`src/rtl/rgbhsv_pkg.sv`:
```
// Shared types and constants for the RGB to HSV converter.
// Used by rgbhsv_prep, rgbhsv_cell and rgb_to_hsv_unit; no dependencies.
package rgbhsv_pkg;

  localparam int CHAN_W = 8;
  localparam int REM_W  = 11;
  localparam int LANES  = 3;

  localparam int LANE_HUE = 0;
  localparam int LANE_SAT = 1;
  localparam int LANE_BRI = 2;

  localparam logic [REM_W-1:0] BRI_DIV = REM_W'(255);

  typedef logic [REM_W-1:0] rem_t;

  typedef struct packed {
    rem_t rem;
    rem_t dvs;
  } div_lane_t;

endpackage

```
`src/rtl/rgbhsv_prep.sv`:
```
// Front stage: max/min, channel spread, hue numerator and first quotient bit
// for the hue, saturation and brightness divide lanes. Uses rgbhsv_pkg.
module rgbhsv_prep import rgbhsv_pkg::*; #(
  parameter int QW = 17
) (
  input  logic              clk,
  input  logic              rst_n,
  input  logic              valid_i,
  output logic              ready_o,
  input  logic [CHAN_W-1:0] red_i,
  input  logic [CHAN_W-1:0] green_i,
  input  logic [CHAN_W-1:0] blue_i,
  output logic              valid_o,
  input  logic              ready_i,
  output div_lane_t         lane_o [LANES],
  output logic [QW-1:0]     quo_o [LANES]
);

  logic              valid_r;
  logic              adv;
  logic [CHAN_W-1:0] mx, mn, d;
  rem_t              r11, g11, b11, d11, six_d, num;
  rem_t              n_v  [LANES];
  rem_t              dv_v [LANES];
  div_lane_t         lane_nxt [LANES];
  logic [QW-1:0]     quo_nxt [LANES];
  div_lane_t         lane_r [LANES];
  logic [QW-1:0]     quo_r [LANES];

  assign adv     = !valid_r || ready_i;
  assign ready_o = adv;
  assign valid_o = valid_r;
  assign lane_o  = lane_r;
  assign quo_o   = quo_r;

  always_comb begin
    mx = (red_i > green_i) ? red_i : green_i;
    if (blue_i > mx) mx = blue_i;
    mn = (red_i < green_i) ? red_i : green_i;
    if (blue_i < mn) mn = blue_i;
    d     = mx - mn;
    r11   = REM_W'(red_i);
    g11   = REM_W'(green_i);
    b11   = REM_W'(blue_i);
    d11   = REM_W'(d);
    six_d = (d11 << 2) + (d11 << 1);
    if (red_i == mx) begin
      if (green_i >= blue_i) num = g11 - b11;
      else num = six_d - (b11 - g11);
    end else if (green_i == mx) begin
      num = (d11 << 1) + b11 - r11;
    end else begin
      num = (d11 << 2) + r11 - g11;
    end
    // zero spread or black: 0 / 1 gives a zero quotient
    n_v[LANE_HUE]  = (d == '0) ? '0 : num;
    dv_v[LANE_HUE] = (d == '0) ? REM_W'(1) : six_d;
    n_v[LANE_SAT]  = d11;
    dv_v[LANE_SAT] = (mx == '0) ? REM_W'(1) : REM_W'(mx);
    n_v[LANE_BRI]  = REM_W'(mx);
    dv_v[LANE_BRI] = BRI_DIV;
    for (int i = 0; i < LANES; i++) begin
      lane_nxt[i].dvs = dv_v[i];
      lane_nxt[i].rem = (n_v[i] >= dv_v[i]) ? (n_v[i] - dv_v[i]) : n_v[i];
      quo_nxt[i]      = QW'(n_v[i] >= dv_v[i]);
    end
  end

  always_ff @(posedge clk) begin
    if (!rst_n) begin
      valid_r <= 1'b0;
    end else if (adv) begin
      valid_r <= valid_i;
    end
  end

  always_ff @(posedge clk) begin
    if (adv && valid_i) begin
      lane_r <= lane_nxt;
      quo_r  <= quo_nxt;
    end
  end

endmodule

```
`src/rtl/rgbhsv_cell.sv`:
```
// One restoring-division cell: shifts one quotient bit into each of the
// three lanes and hands the partial remainders on. Uses rgbhsv_pkg.
module rgbhsv_cell import rgbhsv_pkg::*; #(
  parameter int QW = 17
) (
  input  logic          clk,
  input  logic          rst_n,
  input  logic          valid_i,
  output logic          ready_o,
  input  div_lane_t     lane_i [LANES],
  input  logic [QW-1:0] quo_i [LANES],
  output logic          valid_o,
  input  logic          ready_i,
  output div_lane_t     lane_o [LANES],
  output logic [QW-1:0] quo_o [LANES]
);

  logic            valid_r;
  logic            adv;
  logic [REM_W:0]  dbl [LANES];
  logic [REM_W:0]  dvx [LANES];
  logic            ge  [LANES];
  div_lane_t       lane_nxt [LANES];
  logic [QW-1:0]   quo_nxt [LANES];
  div_lane_t       lane_r [LANES];
  logic [QW-1:0]   quo_r [LANES];

  assign adv     = !valid_r || ready_i;
  assign ready_o = adv;
  assign valid_o = valid_r;
  assign lane_o  = lane_r;
  assign quo_o   = quo_r;

  always_comb begin
    for (int i = 0; i < LANES; i++) begin
      dbl[i] = {lane_i[i].rem, 1'b0};
      dvx[i] = {1'b0, lane_i[i].dvs};
      ge[i]  = dbl[i] >= dvx[i];
      lane_nxt[i].dvs = lane_i[i].dvs;
      lane_nxt[i].rem = ge[i] ? REM_W'(dbl[i] - dvx[i]) : REM_W'(dbl[i]);
      quo_nxt[i]      = {quo_i[i][QW-2:0], ge[i]};
    end
  end

  always_ff @(posedge clk) begin
    if (!rst_n) begin
      valid_r <= 1'b0;
    end else if (adv) begin
      valid_r <= valid_i;
    end
  end

  always_ff @(posedge clk) begin
    if (adv && valid_i) begin
      lane_r <= lane_nxt;
      quo_r  <= quo_nxt;
    end
  end

endmodule

```
`src/rtl/rgb_to_hsv_unit.sv`:
```
// RGB to HSV converter top level: front stage plus a chain of division cells.
// Depends on rgbhsv_pkg, rgbhsv_prep and rgbhsv_cell.
//
// Usage:
//   Input words arrive on in_tvalid/in_tready/in_tdata: red, green, blue,
//   8 bits each. Result words leave on out_tvalid/out_tready/out_tdata:
//   hue, saturation, brightness, FRAC_BITS+1 bits each, as fractions of
//   2^FRAC_BITS truncated toward zero.
//   A word is taken at each edge where tvalid and tready are both high.
//   The pipeline is one front stage, then FRAC_BITS cells.
//   Throughput is one word per cycle while out_tready stays high.
//   Each cell resolves one quotient bit of all three divides and passes
//   its remainders on, so the cell chain length sets the latency.
//   Every stage has its own valid bit and takes a new word when it is
//   empty or its neighbor takes its word, so bubbles close up while the
//   receiver stalls; once all stages are full, in_tready drops.
//   Synchronous reset empties every stage; no word is lost or repeated
//   across a stall.
module rgb_to_hsv_unit import rgbhsv_pkg::*; #(
  parameter int FRAC_BITS = 16
) (
  input  logic                                   clk,
  input  logic                                   rst_n,
  input  logic                                   in_tvalid,
  output logic                                   in_tready,
  // red_in[7:0], green_in[15:8], blue_in[23:16]
  input  logic [3*CHAN_W-1:0]                    in_tdata,
  output logic                                   out_tvalid,
  input  logic                                   out_tready,
  // hue_out, sat_out, bright_out, each FRAC_BITS+1 bits from bit 0 up; zero pad
  output logic [((3*(FRAC_BITS+1)+7)/8)*8-1:0]   out_tdata
);

  localparam int QW = FRAC_BITS + 1;
  localparam int DW = ((3*QW+7)/8)*8;
  localparam logic [QW-1:0] ONE_FIX = QW'(1) << FRAC_BITS;

  logic          vld_s  [FRAC_BITS+1];
  logic          rdy_s  [FRAC_BITS+1];
  div_lane_t     lane_s [FRAC_BITS+1][LANES];
  logic [QW-1:0] quo_s  [FRAC_BITS+1][LANES];
  logic [QW-1:0] hue_q, sat_q, bri_q;

  rgbhsv_prep #(.QW(QW)) u_prep (
    .clk     (clk),
    .rst_n   (rst_n),
    .valid_i (in_tvalid),
    .ready_o (in_tready),
    .red_i   (in_tdata[CHAN_W-1:0]),
    .green_i (in_tdata[2*CHAN_W-1:CHAN_W]),
    .blue_i  (in_tdata[3*CHAN_W-1:2*CHAN_W]),
    .valid_o (vld_s[0]),
    .ready_i (rdy_s[0]),
    .lane_o  (lane_s[0]),
    .quo_o   (quo_s[0])
  );

  for (genvar k = 1; k <= FRAC_BITS; k++) begin : g_cell
    rgbhsv_cell #(.QW(QW)) u_cell (
      .clk     (clk),
      .rst_n   (rst_n),
      .valid_i (vld_s[k-1]),
      .ready_o (rdy_s[k-1]),
      .lane_i  (lane_s[k-1]),
      .quo_i   (quo_s[k-1]),
      .valid_o (vld_s[k]),
      .ready_i (rdy_s[k]),
      .lane_o  (lane_s[k]),
      .quo_o   (quo_s[k])
    );
  end

  assign rdy_s[FRAC_BITS] = out_tready;
  assign out_tvalid       = vld_s[FRAC_BITS];
  assign hue_q            = quo_s[FRAC_BITS][LANE_HUE];
  assign sat_q            = quo_s[FRAC_BITS][LANE_SAT];
  assign bri_q            = quo_s[FRAC_BITS][LANE_BRI];
  assign out_tdata        = DW'({bri_q, sat_q, hue_q});

  a_hue_range: assert property (@(posedge clk) disable iff (!rst_n)
    out_tvalid |-> hue_q < ONE_FIX)
    else $error("hue at or above one full turn");

  a_sat_range: assert property (@(posedge clk) disable iff (!rst_n)
    out_tvalid |-> sat_q <= ONE_FIX)
    else $error("saturation above one");

  a_bri_range: assert property (@(posedge clk) disable iff (!rst_n)
    out_tvalid |-> bri_q <= ONE_FIX)
    else $error("brightness above one");

  a_grey_hue: assert property (@(posedge clk) disable iff (!rst_n)
    out_tvalid && sat_q == '0 |-> hue_q == '0)
    else $error("nonzero hue on a grey pixel");

endmodule
```
`config.mk`:
```
export PLATFORM = sky130hd
export DESIGN_NAME = rgb_to_hsv_unit
export DESIGN_NICKNAME = d
export VERILOG_FILES = /design/src/rtl/rgbhsv_pkg.sv /design/src/rtl/rgbhsv_prep.sv /design/src/rtl/rgbhsv_cell.sv /design/src/rtl/rgb_to_hsv_unit.sv
export SDC_FILE = /design/constraint.sdc
export NUM_CORES = 2
export LEC_CHECK = 0
export BUFFER_PORTS_ARGS = -buffer_cell sky130_fd_sc_hd__buf_2
export CORE_MARGIN = 1
export CORE_UTILIZATION = 65
export CTS_CLUSTER_SIZE = 20
export DETAILED_ROUTE_END_ITERATION = 10
export PLACE_DENSITY = 0.82
export SLEW_MARGIN = 20
export SYNTH_ARGS = -nofsm -noshare
export SYNTH_HDL_FRONTEND = slang
export SYNTH_HIERARCHICAL = 1
export SYNTH_SLANG_ARGS = --single-unit
```
`constraint.sdc`:
```
create_clock -name clk -period 14.3 [get_ports clk]
set_input_delay 1.43 -clock clk [delete_from_list [all_inputs] [get_ports clk]]
set_output_delay 1.43 -clock clk [all_outputs]
set_load 0.02 [all_outputs]
```
# Word level (Yosys, flattened, before mapping)
# Cells that the tools add are included.
[word_totals]
ff_bits = 1354
inputBits = 28
out_inout_bits = 58
wordCells = 421
[classes]
addsub = 57
magnitude_cmp = 56
n_eq_ne = 2
mux = 58
reduce_logical = 53
[op_table]
columns = ["operator", "count"]
rows = [
  ["2-to-1 mux 11 bit", 51],
  ["greater-or-equal comparator 12 x 11 -> 1 bit", 32],
  ["subtractor 11 bit", 32],
  ["greater-or-equal comparator 12 x 8 -> 1 bit, second input constant", 16],
  ["subtractor 11 x 8 -> 11 bit, second input constant", 15],
  ["2-to-1 mux 8 bit", 7],
  ["subtractor 8 x 8 -> 9 bit", 3],
  ["subtractor 11 x 8 -> 11 bit", 2],
  ["logical AND 1 bit", 17],
  ["zero test 1 bit", 17],
  ["logical OR 1 bit", 17],
  ["equality test 8 bit", 2],
  ["greater-than comparator 8 bit", 2],
  ["zero test 8 bit", 2],
  ["< comparator 8 bit", 2],
  ["adder 10 x 8 -> 11 bit", 1],
  ["adder 10 x 9 -> 11 bit", 1],
  ["greater-or-equal comparator 11 bit", 1],
  ["greater-or-equal comparator 8 x 11 -> 1 bit", 1],
  ["adder 9 x 8 -> 10 bit", 1],
  ["subtractor 8 x 8 -> 9 bit, second input constant", 1],
  ["greater-or-equal comparator 8 bit", 1],
  ["greater-or-equal comparator 8 bit, second input constant", 1],
  ["subtractor 8 bit", 1],
]

# Logic depth before layout (Yosys ltp)
[logic_depth]
word_depth = 19
ltp_mapped = 50
depth_no_buf = 47

# Modules after synthesis
# Netlist, hierarchy kept.
[by_module_without_submodules]
columns = ["module", "n_inst", "cells_each", "area_each_um2"]
rows = [
  ["rgbhsv_cell at g_cell[10].u_cell ...", 15, 423, 5740.5],
  ["rgbhsv_prep", 1, 904, 7767.4],
  ["rgbhsv_cell at g_cell[3].u_cell", 1, 426, 5671.7],
  ["rgb_to_hsv_unit", 1, 6, 41.3],
]

# Worst setup path after synthesis
# No wires, ideal clock.
[synth_path]
path_kind = "input -> register"
start = "in in_tdata[0]"
end = "reg u_prep.lane_r (netlist bit u_prep/lane_o[58]), data pin"
setup_time_ns = 0.260
arrival_ns = 10.113
path_slack_ns = 3.927
path_stages = 43
cell_sequence = "inv_1 > ha_1 > fa_1 > nand3b_1 > a21oi_2 > o21ai_2 > buf_6 > mux2i_1 > ha_1 > a21oi_1 > nor2b_1 > o21ai_0 > nand2b_1 > a211o_1 > a21oi_4 > or2_1 > buf_4 > mux2i_1 > [7 not listed] > ha_1 > a21oi_1 > o21ai_1 > maj3_1 > a21oi_1 > xnor2_1 > ha_1 > a21o_1 > a21oi_1 > xnor2_1 > or3_1 > o211ai_1 > o21a_1 > ha_1 > nor3_1 > a21oi_1 > buf_6 > mux2_4"
[synth_rtl]
columns = ["item", "line_no", "text"]
rows = [
  ["start: declaration", "rgb_to_hsv_unit.sv:27", "input logic [3*CHAN_W-1:0] in_tdata,"],
  ["end signal: assignment", "rgbhsv_prep.sv:79", "lane_r <= lane_nxt;"],
  ["end: declaration", "rgbhsv_prep.sv:27", "div_lane_t lane_r [LANES];"],
]

==> key figures <==
Floorplanning
  – Core Rows: 132
  – Die ar.: 0.133 sq mm
  – Boundary Pins: 86
  – DIE HEIGHT: 364 um
  – Die W: 364 um
  – Core area: 0.130 sq mm
  – Starting density of the core: 65.7%

Worst setup path
  – CP max stage delay: 0.61 ns
  – CP Max Fanout: 20
  – Crit. End Element: register
  – Required @ worst endpoint: 14.84 ns
  – Worst setup SP type: input port
  – Critical Path Most Common Cell: ha_1
  – WP data arrival: 12.36 ns
  – WS Path Type: in -> reg
  – Slowest cell on the critical path: or2_1

Power and ir drop
  – Pwr Density: 150 mW/mm^2
  – Leakage: 0.0362 uW
  – Maximum VDD drop: 0.399 mV

Clocking
  – Root Buffer: clkbuf_16
  – CTS tree: built
  – CTS Sinks: 1514
  – Reg clk slew, reported paths: 0.06 ns
  – Inserted Clock Buffers: 155
  – Postcts setup bufs: 0
  – Post_cts resized: 0
  – H-tree depth: 4
  – Hold buffers post-CTS: 0
  – Clock latency at the later pin of the worst-skew pair: 0.80 ns
  – Longest Clk Path Bufs: 3

Hold path
  – Worst Hold Class: reg -> reg

Global route
  – Grt met3 use: 3.35%
  – Largest net degree at the start of global routing: 89
  – Global routing's busiest layer: met2
  – GRT met2 Usage: 46.5%
  – Grt met1 use: 32.1%
  – GRT Residual Overflow: 0
  – Number of global-route vias before repair: 54867
  – Initial antenna violation count: 0
  – Global Route Usage Sum: 26.0%
  – Global-route wire length before repair: 278000 um

Timing
  – Tcrit/Tclk final: 82.7%
  – RSZ-0062 raised after global routing: no
  – Highest clock rate: 84.6 MHz
  – Final Skew: 0.0353 ns
  – Slew Limit Fails: 0
  – Period minus WS final: 11.82 ns
  – Total negative slack: 0 ns
  – Final worst slack: 2.48 ns
  – Max-slew headroom: 37.7%
  – # setup viols final: 0
  – Slew @ Worst Pin: 0.927 ns
  – Fin. Hold Viols: 0

Detailed routing
  – Average wire per standard cell: 19.0 um
  – DR vias: 55041
  – DR DRC count: 0
  – Iter 0 DRT Violations: 4187
  – First-pass iteration count of the detailed router: 5
  – Vias per inst: 6.08
  – Number of routed nets with antenna violations: 0
  – Total wire length: 172000 um

Placed design
  – Pre-CTS WS: 1.72 ns
  – GP Congestion: 0.915
  – HPWL after DPL: 127000 um
  – Port Buffers: 80

Run status
  – Status: complete, no violations

Finish
  – # diodes: 0
  – Layout cells sized above 1: 11.5%
  – Commonest cells after routing, fill and taps aside: edfxtp_1 (1497), inv_1 (770), ha_1 (627)
  – Commonest non-fill, non-tap cell in the layout: edfxtp_1
  – Area growth syn-to-layout: 8.61%
  – Nets: 7916

Synthesis
  – Synthesis warning total: 6
  – Netlist Area Pre-Place: 0.0852 sq mm
  – Syn Area/Cell: 12.1 sq um
  – Gate Count Post-Synth: 7025

Run
  – Max-Cap Viols: 0
==> routing by layer <==
layer	routed length [um]	up-vias
li1	-	26480
met1	72000	26668
met2	87500	1536
met3	7410	357
met4	5470	0
met5	0	-
==> power by group <==
group          switching (uW)  internal (uW)
clock                    1690           2360
sequential                115           5130
combinational            2510           2120
total                    4310           9610
==> stage by stage <==
stage | util (%) | hold slack [ns] | instance area, sq um | std cells | power (uW)
6_report | 71.3 | 0.398 | 92600 | 9055 | 13900
5_1_grt | 71.3 | 0.414 | 92600 | 9055 | 14600
4_1_cts | 71.3 | 0.402 | 92600 | 9055 | 14000
3_5_place_dp | 67.4 | 0.405 | 87500 | 8775 | 9870
3_3_place_gp | 67.4 | 0.400 | 87500 | 8775 | 9740
2_1_floorplan | - | 0.400 | 85300 | 7041 | 9020
==> final timing paths <==
path	start	to	slack, ns	cells after the start
setup / recovery	in_tdata[15]	u_prep/lane_o[57]	2.48	44
hold / removal	g_cell[8].u_cell/quo_o[1]	g_cell[9].u_cell/quo_o[2]	0.40	0
setup reg to reg	g_cell[16].u_cell/valid_o	u_prep/lane_o[12]	10.06	19
hold reg to reg	g_cell[8].u_cell/quo_o[1]	g_cell[9].u_cell/quo_o[2]	0.40	0
==> state kept, by name, summed over array words and instances, names as in the netlist <==
register               flops
g_cell.u_cell/lane_o     990
g_cell.u_cell/quo_o      456
u_prep/lane_o             48
g_cell.u_cell/valid_o     16
u_prep/quo_o               3
u_prep/valid_o             1
==> area by class of cell <==
type | instances | area, sq um
repair buffers | 120 | 708
flip-flops and latches | 1514 | 45300
well taps | 1742 | 2180
clock inverters | 90 | 968
fillers | 8713 | 37200
inverters | 804 | 3020
multi-input cells | 4595 | 36300
clock buffers | 190 | 4140
==> critical path, delay by kind of cell <==
family | cells | cell delay [ns]
AO/OA/AOI/OAI | 16 | 3.77
XOR/XNOR | 1 | 0.60
adder cells (fa/ha/maj) | 6 | 2.19
buffers and inverters | 6 | 1.12
multiplexers | 3 | 0.84
AND/OR/NAND/NOR | 12 | 2.41
Note: power is estimated with default switching activity, not from simulation.
